==> config.mk <==
export PLATFORM = sky130hd
export DESIGN_NAME = tlv_header_field_parser_top
export DESIGN_NICKNAME = d
export VERILOG_FILES = /design/src/hw/rtl/tlvp_pkg.sv /design/src/hw/rtl/tlv_header_field_parser_top.sv /design/src/hw/rtl/tlvp_in_stage.sv /design/src/hw/rtl/tlvp_core.sv /design/src/hw/rtl/tlvp_out_stage.sv
export SDC_FILE = /design/constraint.sdc
export NUM_CORES = 1
export LEC_CHECK = 0
export BUFFER_PORTS_ARGS = -buffer_cell sky130_fd_sc_hd__buf_2
export CAP_MARGIN = 10
export CORE_ASPECT_RATIO = 1.75
export CORE_MARGIN = 2
export CORE_UTILIZATION = 30
export CTS_CLUSTER_DIAMETER = 60
export DETAILED_ROUTE_END_ITERATION = 6
export GPL_TIMING_DRIVEN = 1
export MAX_ROUTING_LAYER = met4
export SLEW_MARGIN = 25
export SYNTH_ARGS = -nofsm -noshare
export SYNTH_HDL_FRONTEND = slang
export SYNTH_SLANG_ARGS = --single-unit
==> constraint.sdc <==
create_clock -name i_clk -period 11.31 [get_ports i_clk]
set_clock_uncertainty 0.15 [all_clocks]
set_input_delay 1.6965 -clock i_clk [delete_from_list [all_inputs] [get_ports i_clk]]
set_output_delay 1.6965 -clock i_clk [all_outputs]
set_load 0.01 [all_outputs]
==> src/hw/rtl/tlvp_pkg.sv <==
// Shared types and constants for the TLV header field parser.
package tlvp_pkg;

    // One header byte request and the start-of-header marker.
    typedef struct packed {
        logic [7:0] data_byte;
        logic       start_of_header;
    } t_in_req;

    // One extracted field result.
    typedef struct packed {
        logic [1:0]  field_index;
        logic [1:0]  item_kind;
        logic [31:0] data_value;
        logic        last_of_field;
        logic        header_done;
    } t_out_res;

    // Tag bytes recognized during the scan.
    localparam logic [7:0] TAG_STRING  = 8'd26;
    localparam logic [7:0] TAG_INTEGER = 8'd2;

    // Result kinds.
    localparam logic [1:0] KIND_CHAR  = 2'd0;
    localparam logic [1:0] KIND_EMPTY = 2'd1;
    localparam logic [1:0] KIND_INT   = 2'd2;

    // Number of elements in one header.
    localparam logic [2:0] NUM_ELEMENTS = 3'd4;

endpackage

==> src/hw/rtl/tlv_header_field_parser_top.sv <==
// TLV header field parser: input register, decode logic and result register.
//
// Accepts one header byte per clock cycle and returns at most one result per
// byte: the input register holds each byte, then the decode logic writes the
// result register. An element whose kind fits its slot yields results: a string
// one per content byte (or one empty-string result), an integer one on its last
// content byte. start_of_header restarts the parse on that byte. The
// sustained rate of one byte per cycle is held as long as the consumer takes
// results; a stalled result register stalls the input register behind it.
// No clearing pass is needed after reset.
module tlv_header_field_parser_top
    import tlvp_pkg::*;
#(
    parameter int MAX_LENGTH_BYTES = 4,
    parameter int INTEGER_WIDTH    = 32
) (
    input  logic     i_clk,
    input  logic     i_rst_n,
    input  logic     i_in_valid,
    output logic     o_in_ready,
    input  t_in_req  i_in_req,
    output logic     o_out_valid,
    input  logic     i_out_ready,
    output t_out_res o_out_res
);

    logic     in_valid;
    t_in_req  in_req;
    logic     can_take;
    logic     step;
    logic     res_valid;
    t_out_res res;

    // A held request advances when the result register has room.
    assign step = in_valid && can_take;

    // Input register.
    tlvp_in_stage u_in_stage (
        .i_clk   (i_clk),
        .i_rst_n (i_rst_n),
        .i_valid (i_in_valid),
        .o_ready (o_in_ready),
        .i_req   (i_in_req),
        .i_take  (step),
        .o_valid (in_valid),
        .o_req   (in_req)
    );

    // Parse state and decode.
    tlvp_core #(
        .MAX_LENGTH_BYTES (MAX_LENGTH_BYTES),
        .INTEGER_WIDTH    (INTEGER_WIDTH)
    ) u_core (
        .i_clk       (i_clk),
        .i_rst_n     (i_rst_n),
        .i_step      (step),
        .i_req       (in_req),
        .o_res_valid (res_valid),
        .o_res       (res)
    );

    // Result register.
    tlvp_out_stage u_out_stage (
        .i_clk       (i_clk),
        .i_rst_n     (i_rst_n),
        .i_step      (step),
        .i_res_valid (res_valid),
        .i_res       (res),
        .o_can_take  (can_take),
        .o_valid     (o_out_valid),
        .i_ready     (i_out_ready),
        .o_res       (o_out_res)
    );

endmodule

==> src/hw/rtl/tlvp_in_stage.sv <==
// Input register stage holding one accepted header byte request.
module tlvp_in_stage
    import tlvp_pkg::*;
(
    input  logic    i_clk,
    input  logic    i_rst_n,
    input  logic    i_valid,
    output logic    o_ready,
    input  t_in_req i_req,
    input  logic    i_take,
    output logic    o_valid,
    output t_in_req o_req
);

    logic    r_valid;
    t_in_req r_req;

    // The slot frees up whenever the held request moves on.
    assign o_ready = !r_valid || i_take;
    assign o_valid = r_valid;
    assign o_req   = r_req;

    // Valid flag.
    always_ff @(posedge i_clk) begin
        if (!i_rst_n) begin
            r_valid <= 1'b0;
        end else if (i_valid && o_ready) begin
            r_valid <= 1'b1;
        end else if (i_take) begin
            r_valid <= 1'b0;
        end
    end

    // Payload capture.
    always_ff @(posedge i_clk) begin
        if (i_valid && o_ready) begin
            r_req <= i_req;
        end
    end

endmodule

==> src/hw/rtl/tlvp_core.sv <==
// Parse state and per-byte TLV decode logic.
module tlvp_core
    import tlvp_pkg::*;
#(
    parameter int MAX_LENGTH_BYTES = 4,
    parameter int INTEGER_WIDTH    = 32
) (
    input  logic     i_clk,
    input  logic     i_rst_n,
    input  logic     i_step,
    input  t_in_req  i_req,
    output logic     o_res_valid,
    output t_out_res o_res
);

    localparam int LenW = $clog2(MAX_LENGTH_BYTES + 1);
    localparam logic [6:0] MaxLen7 = 7'(MAX_LENGTH_BYTES);
    localparam logic [LenW-1:0] MaxLen = LenW'(MAX_LENGTH_BYTES);

    // Parse phases.
    localparam logic [2:0] PH_SCAN     = 3'd0;
    localparam logic [2:0] PH_STR_LEN  = 3'd1;
    localparam logic [2:0] PH_STR_LENB = 3'd2;
    localparam logic [2:0] PH_STR_BODY = 3'd3;
    localparam logic [2:0] PH_INT_LEN  = 3'd4;
    localparam logic [2:0] PH_INT_BODY = 3'd5;
    localparam logic [2:0] PH_DONE     = 3'd6;

    logic [2:0]               r_phase, n_phase, cur_phase;
    logic [2:0]               r_count, n_count, cur_count;
    logic                     r_is_int, n_is_int, cur_is_int;
    logic [LenW-1:0]          r_len_left, n_len_left, cur_len_left;
    logic [31:0]              r_content, n_content, cur_content;
    logic [INTEGER_WIDTH-1:0] r_acc, n_acc, cur_acc;

    logic                     finish;
    logic [1:0]               fin_kind;
    logic [31:0]              fin_value;
    logic                     wanted;
    logic                     done;
    logic [6:0]               long_cnt;
    logic [2:0]               count_inc;
    logic [INTEGER_WIDTH+31:0] acc_ext;

    // A start-of-header request sees the reset state.
    always_comb begin
        if (i_req.start_of_header) begin
            cur_phase    = PH_SCAN;
            cur_count    = '0;
            cur_is_int   = 1'b0;
            cur_len_left = '0;
            cur_content  = '0;
            cur_acc      = '0;
        end else begin
            cur_phase    = r_phase;
            cur_count    = r_count;
            cur_is_int   = r_is_int;
            cur_len_left = r_len_left;
            cur_content  = r_content;
            cur_acc      = r_acc;
        end
    end

    // Element kind matches its slot: strings first, then integers.
    assign wanted = cur_is_int ? (cur_count == 3'd2 || cur_count == 3'd3)
                               : (cur_count < 3'd2);
    assign count_inc = cur_count + 3'd1;
    assign done      = (count_inc >= NUM_ELEMENTS);
    assign long_cnt  = i_req.data_byte[6:0];
    assign acc_ext   = {32'd0, n_acc};

    // Per-byte decode.
    always_comb begin
        n_phase     = cur_phase;
        n_count     = cur_count;
        n_is_int    = cur_is_int;
        n_len_left  = cur_len_left;
        n_content   = cur_content;
        n_acc       = cur_acc;
        finish      = 1'b0;
        fin_kind    = KIND_CHAR;
        fin_value   = '0;
        o_res_valid = 1'b0;
        o_res       = '0;

        case (cur_phase)
            PH_SCAN: begin
                if (i_req.data_byte == TAG_STRING) begin
                    n_is_int = 1'b0;
                    n_phase  = PH_STR_LEN;
                end else if (i_req.data_byte == TAG_INTEGER) begin
                    n_is_int = 1'b1;
                    n_phase  = PH_INT_LEN;
                end
            end
            PH_STR_LEN: begin
                n_content = '0;
                if (i_req.data_byte[7]) begin
                    if (long_cnt == 7'd0) begin
                        finish   = 1'b1;
                        fin_kind = KIND_EMPTY;
                    end else begin
                        n_len_left = (long_cnt > MaxLen7) ? MaxLen : long_cnt[LenW-1:0];
                        n_phase    = PH_STR_LENB;
                    end
                end else begin
                    n_content = {24'd0, i_req.data_byte};
                    if (i_req.data_byte == 8'd0) begin
                        finish   = 1'b1;
                        fin_kind = KIND_EMPTY;
                    end else begin
                        n_phase = PH_STR_BODY;
                    end
                end
            end
            PH_STR_LENB: begin
                n_content = {cur_content[23:0], i_req.data_byte};
                if (cur_len_left != '0) begin
                    n_len_left = cur_len_left - LenW'(1);
                end
                if (n_len_left == '0) begin
                    if (n_content == 32'd0) begin
                        finish   = 1'b1;
                        fin_kind = KIND_EMPTY;
                    end else begin
                        n_phase = PH_STR_BODY;
                    end
                end
            end
            PH_STR_BODY: begin
                if (cur_content <= 32'd1) begin
                    n_content = '0;
                    finish    = 1'b1;
                    fin_kind  = KIND_CHAR;
                    fin_value = {24'd0, i_req.data_byte};
                end else begin
                    n_content   = cur_content - 32'd1;
                    o_res_valid = wanted;
                    o_res.field_index   = cur_count[1:0];
                    o_res.item_kind     = KIND_CHAR;
                    o_res.data_value    = {24'd0, i_req.data_byte};
                    o_res.last_of_field = 1'b0;
                    o_res.header_done   = 1'b0;
                end
            end
            PH_INT_LEN: begin
                n_acc     = '0;
                n_content = {24'd0, i_req.data_byte};
                if (i_req.data_byte == 8'd0) begin
                    finish   = 1'b1;
                    fin_kind = KIND_INT;
                end else begin
                    n_phase = PH_INT_BODY;
                end
            end
            PH_INT_BODY: begin
                n_acc = INTEGER_WIDTH'({cur_acc, i_req.data_byte});
                if (cur_content <= 32'd1) begin
                    n_content = '0;
                    finish    = 1'b1;
                    fin_kind  = KIND_INT;
                    fin_value = acc_ext[31:0];
                end else begin
                    n_content = cur_content - 32'd1;
                end
            end
            default: begin
                // Header complete: ignore bytes until the next start.
            end
        endcase

        // Close the element and report it if its kind fits its slot.
        if (finish) begin
            n_count     = count_inc;
            n_phase     = done ? PH_DONE : PH_SCAN;
            o_res_valid = wanted;
            o_res.field_index   = cur_count[1:0];
            o_res.item_kind     = fin_kind;
            o_res.data_value    = fin_value;
            o_res.last_of_field = 1'b1;
            o_res.header_done   = done;
        end
    end

    // Control state.
    always_ff @(posedge i_clk) begin
        if (!i_rst_n) begin
            r_phase    <= PH_SCAN;
            r_count    <= '0;
            r_is_int   <= 1'b0;
            r_len_left <= '0;
            r_content  <= '0;
            r_acc      <= '0;
        end else if (i_step) begin
            r_phase    <= n_phase;
            r_count    <= n_count;
            r_is_int   <= n_is_int;
            r_len_left <= n_len_left;
            r_content  <= n_content;
            r_acc      <= n_acc;
        end
    end

`ifndef NO_ASSERTIONS
    // The element count never passes the number of elements.
    a_count_range: assert property (@(posedge i_clk) disable iff (!i_rst_n)
        r_count <= NUM_ELEMENTS)
        else $error("element count out of range");

    // The done phase is reached only after the fourth element.
    a_done_count: assert property (@(posedge i_clk) disable iff (!i_rst_n)
        (r_phase == PH_DONE) |-> (r_count == NUM_ELEMENTS))
        else $error("done phase with too few elements");

    // Header completion is flagged only on the last result of field three.
    a_done_field: assert property (@(posedge i_clk) disable iff (!i_rst_n)
        (i_step && o_res_valid && o_res.header_done) |->
            (o_res.field_index == 2'd3 && o_res.last_of_field))
        else $error("header done on wrong result");

    // Integer results are single and always final.
    a_int_last: assert property (@(posedge i_clk) disable iff (!i_rst_n)
        (i_step && o_res_valid && o_res.item_kind == KIND_INT) |->
            o_res.last_of_field)
        else $error("integer result not final");
`endif

endmodule

==> src/hw/rtl/tlvp_out_stage.sv <==
// Result register stage toward the downstream consumer.
module tlvp_out_stage
    import tlvp_pkg::*;
(
    input  logic     i_clk,
    input  logic     i_rst_n,
    input  logic     i_step,
    input  logic     i_res_valid,
    input  t_out_res i_res,
    output logic     o_can_take,
    output logic     o_valid,
    input  logic     i_ready,
    output t_out_res o_res
);

    logic     r_valid;
    t_out_res r_res;

    // Room exists when empty or when the held result leaves this cycle.
    assign o_can_take = !r_valid || i_ready;
    assign o_valid    = r_valid;
    assign o_res      = r_res;

    // Valid flag.
    always_ff @(posedge i_clk) begin
        if (!i_rst_n) begin
            r_valid <= 1'b0;
        end else if (i_step) begin
            r_valid <= i_res_valid;
        end else if (i_ready) begin
            r_valid <= 1'b0;
        end
    end

    // Result capture.
    always_ff @(posedge i_clk) begin
        if (i_step && i_res_valid) begin
            r_res <= i_res;
        end
    end

endmodule

=== Yosys cells after proc, flatten, opt, wreduce, memory -nomap -nowiden ===
Index checks and enable logic that the tools add are counted.
W data, S select, Z words.

* Add/subtract/negate cells: 3
* Magnitude comparators: 4
* Equality and inequality tests: 9
* Muxes and demuxes: 60
* Reduce and logical (&&, ||, !) cells: 17

{| class="wikitable"
|+ Operators with widths
! kind !! count
|-
| $mux W32 || 4
|-
| $pmux W32 S2 || 2
|-
| $pmux W32 S4 || 1
|-
| $mux W38 || 3
|-
| $mux W3 || 19
|-
| $le A32 B1 Y1 const B || 1
|-
| $logic_not A32 Y1 || 1
|-
| $sub A32 B1 Y32 const B || 1
|-
| $mux W1 || 21
|-
| $eq A3 B2 Y1 const B || 4
|-
| $pmux W3 S4 || 1
|-
| $eq A8 B2 Y1 const B || 1
|-
| $eq A8 B5 Y1 const B || 1
|-
| $logic_not A8 Y1 || 1
|-
| $mux W2 || 4
|-
| $mux W8 || 1
|-
| $pmux W2 S4 || 1
|-
| $gt A7 B3 Y1 const B || 1
|-
| $logic_not A7 Y1 || 1
|-
| $mux W7 || 1
|-
| $eq A3 B3 Y1 const B || 2
|-
| $logic_not A3 Y1 || 2
|-
| $pmux W3 S2 || 1
|-
| $pmux W1 S4 || 1
|-
| 11 further kinds || 17
|}

* Register bits: 123
* Input bits: 13
* Output and inout port bits: 40
* Logic and storage cells: 108

=== Longest topological paths before layout ===
Gate-level depths: netlist (run 1).

* Word-level depth: 9
* Mapped depth: 12
* Gate-level depth less buffers: 9

=== Modules after synthesis ===
Synthesis (run 1) repeated with hierarchy kept, for this count alone.

* Cells, all modules: 680
* Area, all modules: 6133.4 um2

{| class="wikitable"
|+ By module, submodules not included
! module !! instances !! cells each !! area each (um2) !! sequential area each (um2)
|-
| tlvp_core || 1 || 622 || 4606.9 || 1321.3
|-
| tlvp_out_stage || 1 || 43 || 1192.4 || 1161.1
|-
| tlvp_in_stage || 1 || 14 || 327.8 || 290.3
|-
| tlv_header_field_parser_top || 1 || 1 || 6.3 || 0.0
|}

=== Worst setup path after synthesis (run 1) ===
OpenSTA, ideal clock, no wires.

* Path kind: register -> register
* Start point: reg u_in_stage.r_req, in the netlist u_in_stage.o_req[0]
* End point: reg u_out_stage.r_res, in the netlist u_out_stage.o_res[0] (enable)
* Library setup time: 0.433 ns
* Arrival time: 4.446 ns
* Data required time: 10.727 ns
* Slack: 6.281 ns
* Stages on the path, launching flop included: 12
* Path buffers: 3
* Clock period less this slack: 5.029 ns
* Cell sequence: edfxtp_1 buf_1 clkinv_1 clkbuf_1 nand2_1 ha_1 clkbuf_1 o211ai_2 or3_1 nor4b_1 nor3_1 nor2_1

* Longest elaborated chain between the ends: 9
* Elaborated cells on any way between the ends: 31
* Classes of those cells: add/sub (1); order compare (2); eq/ne (7); mux (15); reduce/logical (6)

{| class="wikitable"
|+ RTL lines
! what !! RTL line !! text
|-
| start, declared || tlvp_in_stage.sv:16 || <nowiki>t_in_req r_req;</nowiki>
|-
| start signal, assigned || tlvp_in_stage.sv:37 || <nowiki>r_req <= i_req;</nowiki>
|-
| branches (longest 7 deep; another with $le A32 B1 Y1) || - ||
|-
| $mux W1 * || tlvp_core.sv:173 || <nowiki>if (finish) begin</nowiki>
|-
| $logic_and A1 B1 Y1 * || tlvp_out_stage.sv:37 || <nowiki>if (i_step && i_res_valid) begin</nowiki>
|-
| end signal, assigned || tlvp_out_stage.sv:38 || <nowiki>r_res <= i_res;</nowiki>
|-
| end, declared || tlvp_out_stage.sv:17 || <nowiki>t_out_res r_res;</nowiki>
|}

Mark *: on every way between the ends. The select of a mux whose other input is x is not followed.
A chain may end at the register's enable or synchronous reset.

=== Worst setup path in the final report (run 1) ===
* Start point: reg u_in_stage.r_req, in the netlist u_in_stage.o_req[0]
* End point: reg u_out_stage.r_res, in the netlist u_out_stage.o_res[9] (enable)

Same word-level chain as after synthesis.

==> results of run 1 <==
## sequential cells by signal, indices dropped and copies added (netlist names)
register	cells
u_core.r_len_left	3
u_core.r_is_int	1
u_core.r_count	3
u_core.r_acc	32
u_in_stage.o_valid	1
u_in_stage.o_req	9
u_core.r_phase	3
u_out_stage.o_res	38
u_core.r_content	32
u_out_stage.o_valid	1
## through the flow
step / total power, mW / hold WS, ns / setup WS, ns / instance area, um2 / cells
after global placement: 0.588 / 0.306 / 6.64 / 6700 / 964
after floorplan: 0.556 / 0.293 / 6.28 / 6240 / 708
after CTS: 1.10 / 0.327 / 6.53 / 7260 / 996
final: 1.10 / 0.329 / 6.85 / 7280 / 997
after detailed placement: 0.588 / 0.309 / 6.55 / 6700 / 964
after global routing: 1.14 / 0.366 / 6.42 / 7280 / 997
## cell type report
class | count | area [um2]
sequential | 123 | 2930
clock buffer | 18 | 439
fill | 2091 | 13100
tap | 248 | 310
inverter | 16 | 60.1
clock inverter | 14 | 123
timing repair buffer | 63 | 355
multi-input combinational | 515 | 3060
## worst max-delay path, cell delays in order (launching register included)
cell and delay [ns]:
edfxtp_1 0.35, clkinv_1 0.63, nand2_1 0.39, ha_1 0.36, o211ai_2 0.31, or3_1 0.51
nor4b_1 0.54, nor3_1 0.27, nor2_4 0.39, buf_12 0.24
## cell families after synthesis
family / synth area share, %
AOI/OAI and AO/OA: 26.9
xor gates and xnor gates: 1.26
adders and majority gates: 1.60
buffers and inverters: 4.29
DFF: 47.0
and+or+nand+nor: 19.0
## worst max path at each step
| stage | endpoint | cells after the start |
|---|---|---|
| floorplan | u_out_stage.o_res[0] | 11 |
| global placement | u_out_stage.o_res[8] | 8 |
| detailed placement | u_out_stage.o_res[8] | 8 |
| CTS | u_out_stage.o_res[6] | 8 |
| global route | u_out_stage.o_res[9] | 9 |
| finish | u_out_stage.o_res[9] | 9 |
## per-layer routing
metal	global-route usage, %	up-vias	part of all wire (%)
met5	-	-	0
met4	10.8	0	5.3
met3	3.21	71	4.1
met2	32.0	216	55
met1	17.3	2729	35
li1	-	2722	-
## layout by cell type (no fill, tap or decap), types with 5 or more instances in the layout
master / n
clkbuf_16: 17
nor2b_1: 9
nor3_1: 19
o22ai_1: 6
buf_4: 10
nand3_1: 13
inv_1: 14
and2_1: 11
a22oi_1: 44
or3_1: 5
a32o_1: 5
a21oi_1: 77
buf_2: 52
nand2_1: 40
nor4_1: 15
nor2_1: 100
clkinv_2: 5
xnor2_1: 5
a211oi_1: 11
edfxtp_1: 47
a31oi_1: 8
a221oi_1: 5
ha_1: 8
a32oi_1: 5
dfxtp_1: 76
o21ai_0: 38
## power by group through the flow
stage	Sequential, mW	Combinational (mW)	Clock [mW]
floorplan	0.480	0.0757	0
global placement	0.487	0.101	0
detailed placement	0.487	0.101	0
CTS	0.478	0.102	0.524
global route	0.479	0.114	0.543
finish	0.478	0.103	0.516
==> summary.md, run 1 <==
| Metric | Value |
|---|---|
| Outcome | `finished, violations left` |
| Failing checks | `DRC` |
| Syn Inst Count | `around 710` |
| Top FF cell, synth | `dfxtp_1` |
| Hold path start | `u_core.r_count[0]` |
| Final setup TNS | `0 ns` |
| Area of the core | `0.0204 mm2` |
| WL final | `approximately 19000 um` |
| Final Cycle Share | `approximately two fifths` |
| First-pass GRT wire length | `slightly below 30000 um` |
| # setup viols final | `0` |
| Synth-to-Final Area Change | `16.7%` |
| Gr usage total | `around 18%` |
| Worst-path clk slew | `0.06 ns` |
| Post-DP HPWL | `between 10000 and 15000 um` |
| Vias | `about 5700` |
| DR iter-0 viols | `~600` |
| Startpoint Class | `register` |
| Pint | `805 uW` |
| # hold bufs at CTS | `0` |
| Clock tree buffer depth | `2` |
| DRC Markers | `7` |
| Die width | `113 um` |
| Maxcap violations | `0` |
| Via density | `between 5 and 6` |
| Worst Setup SP | `u_in_stage.o_req[0]` |
| Post-CTS Repair Setup Buffers | `0` |
| Sequential-to-total area share from yosys stat | `47.0%` |
| Io pins | `between 50 and 60` |
| RSZ-0062 raised after global routing | `false` |
| Post-synth cell types | `69` |
| Fin nets | `between 700 and 800` |
| Drt first pass iters | `7` |
| Yosys warnings | `0` |
| Seq pwr share | `43.6%` |
| R2r endpoint | `u_out_stage.o_res[9]` |
| FF-to-FF Start | `u_in_stage.o_req[0]` |
| Clock Power Share | `47.0%` |
| Worst skew pair latency | `between 0.4 and 0.5 ns` |
| Post-synth EDFFs | `47` |
| Sw Share | `around a quarter` |
| Layout cell share with drive strength beyond 1 | `14.3%` |
| VDD IR max | `roughly 0.11 mV` |
| Synthesized Nets | `729` |
| Die span in y | `a little under 200 um` |
| Worst Reg2Reg Path Length in Cells | `9` |
| Mapped cell area | `about 0.0062 mm2` |
| TritonCTS clock tree | `built` |
| Relative slew slack | `33.6%` |
| Hold Crit Depth | `2` |
| Vias in the first global route | `5610` |
| Ys async rst share | `0%` |
| Slew at the pin closest to its max-slew limit | `about 0.99 ns` |
| Switching power | `around 290 uW` |
| CP required | `11.28 ns` |
| Final Core Density | `35.8%` |
| Post-synth top area share | `between 20% and 30%` |
| Synth Register Bits | `about 120` |
| Diode count | `0` |
| Leakage power | `around 2.5 nW` |
| Minimum clock period | `around 4.5 ns` |
| Post-route ant nets | `0` |
| HP Class | `reg2reg` |
| Largest net degree at the start of global routing | `60` |
| Worst EP arrival | `4.43 ns` |
| Most numerous cell in the Yosys netlist | `nor2_1` |
| Hold EP | `u_core.r_count[0]` |
| Die area | `roughly 0.022 mm2` |
| Kind of critical path | `reg2reg` |
| Cts bufs inserted | `17` |
| RePlAce Congestion | `0.944` |
| CTS root buf | `clkbuf_16` |
| Max Fclk | `around 0.22 GHz` |
| Largest cells by area after synthesis | `dfxtp_1, edfxtp_1, nor2_1, a21oi_1, a22oi_1` |
| Worst Path Max Fanout | `27` |
| Initial cell density of the core | `a little under a third` |
| Gate power share | `under 10%` |
| Total gr overflow | `0` |
| Clock Sinks | `approximately 120` |
| Htree depth | `4` |
| Synth top cells by count | `nor2_1, a21oi_1, dfxtp_1` |
| # port buffers | `52` |
| Std-Cell Rows | `69` |
| Average routed wire per standard cell | `between 15 and 20 um` |
| Post-cts resize count | `0` |
| Syn_area_per_cell | `8.82 um2` |
| Final max-slew violation count | `0` |
| Hold Vio Cnt, Final | `0` |
| Worst setup EP type | `register` |
| Worst reg-to-reg setup slack | `between 6 and 7 ns` |
| P per Cell Area | `around 150 mW/mm2` |
| Antenna violations before repair | `0` |
| Area leader, netlist | `dfxtp_1` |
Power figures use the tool's default switching activity.
==> run 2: changes to the inputs <==
==> constraint.sdc (replaced) <==
create_clock -name i_clk -period 4.45 [get_ports i_clk]
set_clock_uncertainty 0.15 [all_clocks]
set_input_delay 0.6675 -clock i_clk [delete_from_list [all_inputs] [get_ports i_clk]]
set_output_delay 0.6675 -clock i_clk [all_outputs]
set_load 0.01 [all_outputs]
==> run 2 against run 1 <==
The flow still finishes with violations (DRC). Utilization up 0.38 points. Critical path depth unchanged. Total power rose to 2.6 times the previous value. Maximum frequency up 12%. Die area unchanged. Non-clock buffer count up 11. Cell area up 1.1%.
==> summary.md, run 2 (synthesis results as in run 1) <==
| Metric | Value |
|---|---|
| First-pass GRT wire length | `30400 um (+2.0%)` |
| Relative slew slack | `31.9% (-1.7 points)` |
| Final worst setup slack | `0.468 ns (-6.38 ns)` |
| CP max stage cell | `or3_1` |
| CP peak stage delay | `0.52 ns (-0.11 ns)` |
| Antenna violations before repair | `0 (unchanged)` |
| DR iter-0 viols | `536 (-8.4%)` |
| Register area | `0.00293 mm2 (unchanged)` |
| Final max-slew violation count | `0 (unchanged)` |
| Synth-to-Final Area Change | `17.9%` |
| Place WS | `0.545 ns (-6.01 ns)` |
| R2r endpoint | `u_out_stage.o_res[7]` |
| RSZ-0062 raised after global routing | `false` |
| Final setup TNS | `0 ns (unchanged)` |
| P per Cell Area | `380 mW/mm2 (+150%)` |
| Clock tree buffer depth | `2 (unchanged)` |
| Worst EP arrival | `3.94 ns (-0.49 ns)` |
| Worst Setup EP | `u_out_stage.o_res[7]` |
| Commonest non-fill, non-tap cell in the layout | `nor2_1` |
| FF-to-FF Start | `u_in_stage.o_req[0]` |
| Gr usage total | `18.2% (+0.42 points)` |
| Post-DP HPWL | `13700 um (+6.5%)` |
| Outcome | `finished, violations left` |
| Die span in y | `195 um (unchanged)` |
| Hold Vio Cnt, Final | `0 (unchanged)` |
| Worst Setup SP | `u_in_stage.o_req[0]` |
| CTS root buf | `clkbuf_16` |
| Initial cell density of the core | `30.6% (unchanged)` |
| Largest net degree at the start of global routing | `60 (unchanged)` |
| Hold_ws | `0.274 ns (-0.0551 ns)` |
| Worst reg-to-reg setup slack | `0.47 ns (-6.38 ns)` |
| Maxcap violations | `0 (unchanged)` |
| Htree depth | `4 (unchanged)` |
| # setup viols final | `0 (unchanged)` |
| Via density | `5.82 (+1.2%)` |
| Diode count | `0 (unchanged)` |
| Post-route ant nets | `0 (unchanged)` |
| Area of the core | `0.0204 mm2 (unchanged)` |
| Vias in the first global route | `5660 (+0.89%)` |
| CP required | `4.41 ns (-6.87 ns)` |
| Cts bufs inserted | `17 (unchanged)` |
| WL final | `19300 um (+2.8%)` |
| Worst skew pair latency | `0.42 ns (about the same)` |
| Vias | `5871 (+2.3%)` |
| RePlAce Congestion | `0.933 (-1.1%)` |
| TritonCTS clock tree | `built` |
| Leakage power | `2.50 nW (+1.5%)` |
| # port buffers | `52 (unchanged)` |
| VDD IR max | `0.257 mV (+140%)` |
| Commonest cells after routing, fill and taps aside | `nor2_1, a21oi_1, dfxtp_1` |
| # hold bufs at CTS | `0 (unchanged)` |
| Clock Sinks | `123 (unchanged)` |
| Post-cts resize count | `0 (unchanged)` |
| Multi-input gate area | `0.00306 mm2 (about the same)` |
| Worst setup EP type | `register` |
| Std-Cell Rows | `69 (unchanged)` |
| Startpoint Class | `register` |
| Max reg flops | `38 (unchanged)` |
| Failing checks | `DRC` |
| Power consumption | `2.80 mW (+160%)` |
| Fillers | `2058 (-1.6%)` |
| Worst-path clk slew | `0.06 ns (about the same)` |
| Worst Path Max Fanout | `30 (+11%)` |
| Average routed wire per standard cell | `19.2 um (+1.7%)` |
| Drt first pass iters | `7 (unchanged)` |
| Total gr overflow | `0 (unchanged)` |
| Io pins | `53 (unchanged)` |
| Fin nets | `768 (+1.5%)` |
| Die width | `113 um (unchanged)` |
| Final Core Density | `36.1% (+0.38 points)` |
| Minimum clock period | `3.98 ns (-0.479 ns)` |
| DRC Markers | `5 (-2)` |
| Worst Reg2Reg Path Length in Cells | `9 (unchanged)` |
| Layout cell share with drive strength beyond 1 | `15.3% (+0.98 points)` |
| Final Cycle Share | `89.5% (+50 points)` |
| Die area | `0.0220 mm2 (unchanged)` |
| Post-CTS Repair Setup Buffers | `0 (unchanged)` |
| Kind of critical path | `reg2reg` |
| Slew at the pin closest to its max-slew limit | `1.01 ns (+0.0276 ns)` |
| HP Class | `in2reg` |
| Cell breakdown of the critical path | `clkinv_1 > nand2_1 > ha_1 > o211ai_2 > or3_1 > nor4b_1 > nor3_1 > nor2_4 > buf_12` |
| Max Fclk | `0.251 GHz (+12%)` |
## run 2: area by class of cell
class / count / share of cell area (%)
Clock buffer: 18 / 5.97
Clock inverter: 14 / 1.63
Inverter: 16 / 0.816
Multi-Input combinational cell: 515 / 41.6
Sequential cell: 123 / 39.8
Tap cell: 248 / 4.21
Timing Repair Buffer: 74 / 5.95
## run 2: worst min-delay path by stage
| stage | depth (start not counted) | slack, ns | startpoint | to |
|---|---|---|---|---|
| 2_1_floorplan | 2 | 0.29 | u_core.r_count[0] | u_core.r_count[0] |
| 3_3_place_gp | 2 | 0.30 | u_core.r_count[0] | u_core.r_count[0] |
| 3_5_place_dp | 2 | 0.32 | u_core.r_count[0] | u_core.r_count[0] |
| 4_1_cts | 1 | 0.26 | i_in_req[3] | u_in_stage.o_req[3] |
| 5_1_grt | 1 | 0.26 | i_in_req[6] | u_in_stage.o_req[6] |
| 6_report | 1 | 0.27 | i_in_req[3] | u_in_stage.o_req[3] |
## run 2: worst max-delay path: cells and delay by family, from the launching register on
family          cells  cell delay [ns]
compound gates      1             0.33
fa+ha+maj           1             0.33
buf+inv             2             0.54
flops               1             0.41
simple gates        5             1.87
## run 2: stage by stage
| step | cell area, um2 | instances |
|---|---|---|
| after floorplan | 6240 | 708 |
| after global placement | 6800 | 976 |
| after detailed placement | 6800 | 976 |
| after CTS | 7360 | 1008 |
| after global routing | 7360 | 1008 |
| final | 7360 | 1008 |
## run 2: report_power, final
part           total, mW  switching, mW  internal [mW]
Combinational      0.277          0.186         0.0911
Sequential          1.21         0.0329           1.18
Clock               1.31          0.526          0.780
Total               2.80          0.745           2.05
## run 2: metal layers
metal	global-route usage, %	routed length (um)	vias up
met1	16.9	6600	2753
met4	14.3	1650	0
met5	-	0	-
met2	31.8	10200	263
met3	3.80	889	108
li1	-	-	2747
==> run 3: changes to the inputs <==
--- a/config.mk
+++ b/config.mk
@@ -14,6 +14,7 @@
 export DETAILED_ROUTE_END_ITERATION = 6
 export GPL_TIMING_DRIVEN = 1
 export MAX_ROUTING_LAYER = met4
+export PLACE_DENSITY = 0.57
 export SLEW_MARGIN = 25
 export SYNTH_ARGS = -nofsm -noshare
 export SYNTH_HDL_FRONTEND = slang
==> run 3 against run 2 <==
The run still ends with DRC left. Cell area is 1.6% higher. Register-to-register slack better by 0.24 ns. Total power up 11%. Maximum frequency up 6.5%. Die area unchanged. First-iteration DRC count is 17% lower.
==> summary.md, run 3 (synthesis results as in run 1) <==
| Metric | Value |
|---|---|
| Worst EP arrival | `3.70 ns (-0.24 ns)` |
| Average routed wire per standard cell | `19.5 um (+1.8%)` |
| Post-route ant nets | `0 (unchanged)` |
| Max reg flops | `38 (unchanged)` |
| Vias in the first global route | `5782 (+2.2%)` |
| Htree depth | `4 (unchanged)` |
| Outcome | `finished, violations left` |
| Minimum clock period | `3.74 ns (-0.242 ns)` |
| Io pins | `53 (unchanged)` |
| Commonest non-fill, non-tap cell in the layout | `nor2_1` |
| Worst reg-to-reg setup slack | `0.71 ns (+0.24 ns)` |
| Fin nets | `767 (-0.13%)` |
| Die width | `113 um (unchanged)` |
| Kind of critical path | `reg2reg` |
| Hold path start | `i_in_req[1]` |
| Startpoint Class | `register` |
| Vias | `5880 (+0.15%)` |
| Hold Crit Depth | `1 (unchanged)` |
| Largest net degree at the start of global routing | `60 (unchanged)` |
| HP Class | `in2reg` |
| Area of the core | `0.0204 mm2 (unchanged)` |
| Total gr overflow | `0 (unchanged)` |
| Antenna violations before repair | `0 (unchanged)` |
| Std-Cell Rows | `69 (unchanged)` |
| P per Cell Area | `415 mW/mm2 (+9.3%)` |
| Layout cell share with drive strength beyond 1 | `15.3% (+0.020 points)` |
| Gr usage total | `18.4% (+0.25 points)` |
| RSZ-0062 raised after global routing | `false` |
| Worst skew pair latency | `0.42 ns (about the same)` |
| Final Cycle Share | `84.1% (-5.4 points)` |
| Final setup TNS | `0 ns (unchanged)` |
| DRC Markers | `5 (unchanged)` |
| CP required | `4.41 ns (about the same)` |
| Hold Vio Cnt, Final | `0 (unchanged)` |
| Worst Path Max Fanout | `30 (unchanged)` |
| Drt first pass iters | `7 (unchanged)` |
| # hold bufs at CTS | `0 (unchanged)` |
| Die span in y | `195 um (unchanged)` |
| RePlAce Congestion | `0.911 (-2.3%)` |
| Slew at the pin closest to its max-slew limit | `0.878 ns (-0.137 ns)` |
| Failing checks | `DRC` |
| Post-cts resize count | `0 (unchanged)` |
| WL final | `19600 um (+1.7%)` |
| Post-DP Area | `0.00680 mm2 (-0.11%)` |
| Post-DP HPWL | `13900 um (+1.4%)` |
| Die area | `0.0220 mm2 (unchanged)` |
| Power consumption | `3.11 mW (+11%)` |
| DR iter-0 viols | `447 (-17%)` |
| # port buffers | `52 (unchanged)` |
| Maxcap violations | `0 (unchanged)` |
| Clock tree buffer depth | `2 (unchanged)` |
| VDD IR max | `0.243 mV (-5.4%)` |
| Cts bufs inserted | `17 (unchanged)` |
| Worst Reg2Reg Path Length in Cells | `10 (+1)` |
| Worst-path clk slew | `0.06 ns (about the same)` |
| Hold_ws | `0.274 ns (+0.000131 ns)` |
| Leakage power | `2.56 nW (+2.5%)` |
| Relative slew slack | `41.1% (+9.2 points)` |
| Via density | `5.84 (+0.25%)` |
| Post-CTS Repair Setup Buffers | `0 (unchanged)` |
| Diode count | `0 (unchanged)` |
| Max Fclk | `0.267 GHz (+6.5%)` |
| Hold EP | `u_in_stage.o_req[1]` |
| CTS root buf | `clkbuf_16` |
| Synth-to-Final Area Change | `19.8%` |
| # setup viols final | `0 (unchanged)` |
| Clock Sinks | `123 (unchanged)` |
| Commonest cells after routing, fill and taps aside | `nor2_1, a21oi_1, dfxtp_1` |
| Final max-slew violation count | `0 (unchanged)` |
| Worst setup EP type | `register` |
| Initial cell density of the core | `30.6% (unchanged)` |
| First-pass GRT wire length | `31000 um (+1.9%)` |
| TritonCTS clock tree | `built` |
| Post-Layout Inst Area | `0.00748 mm2 (+1.6%)` |
| FF-to-FF Start | `u_in_stage.o_req[0]` |
| R2r endpoint | `u_out_stage.o_res[12]` |
run 3: cell count changes in the layout (fill, tap and decap cells not counted), sizes merged:
cell,change
clkbuf,-1
clkinvlp,-4
inv,+3
buf,-1
bufinv,+5
clkinv,-3
run 3: how the worst max path moves through the flow:
stage / cells past startpoint / from / slack [ns] / endpoint
2_1_floorplan: 11 / u_in_stage.o_req[0] / 0.04 / u_out_stage.o_res[0]
3_3_place_gp: 10 / u_in_stage.o_req[0] / 0.81 / u_out_stage.o_res[6]
3_5_place_dp: 10 / u_in_stage.o_req[0] / 0.78 / u_out_stage.o_res[2]
4_1_cts: 10 / u_in_stage.o_req[0] / 0.75 / u_out_stage.o_res[12]
5_1_grt: 10 / u_in_stage.o_req[0] / 0.44 / u_out_stage.o_res[12]
6_report: 10 / u_in_stage.o_req[0] / 0.71 / u_out_stage.o_res[12]
run 3: power by group:
group / switching, mW / internal, mW
clock network: 0.550 / 1.06
registers: 0.0350 / 1.18
logic: 0.186 / 0.0907
total: 0.771 / 2.34
run 3: layer usage:
layer / up-vias / global-route usage, % / routed length, um
met4: 0 / 12.1 / 1260
met1: 2830 / 17.8 / 6930
met5: - / - / 0
met2: 229 / 33.4 / 10700
li1: 2743 / - / -
met3: 78 / 2.78 / 775
run 3: stage by stage:
step / setup WS [ns] / utilization [%] / std cells
floorplan: 0.0415 / - / 708
global placement: 0.806 / 33.4 / 975
detailed placement: 0.778 / 33.4 / 975
CTS: 0.748 / 36.7 / 1007
global route: 0.438 / 36.7 / 1007
finish: 0.710 / 36.7 / 1007
run 3: area by class of cell:
type                    count  area, um2
fillers                  2064      12900
multi-input cells         515       3060
flip-flops and latches    123       2930
repair buffers             73        430
clock buffers              17        425
well taps                 248        310
clock inverters            15        259
inverters                  16       60.1
run 3: critical path: stages, from the launching register on:
cell      delay (ns)
edfxtp_1        0.46
nand2b_1        0.24
ha_1            0.24
ha_1            0.23
nor4bb_1        0.29
a31oi_1         0.08
or3_1           0.41
nor4b_1         0.51
nor3_1          0.24
nor2_4          0.32
buf_12          0.24
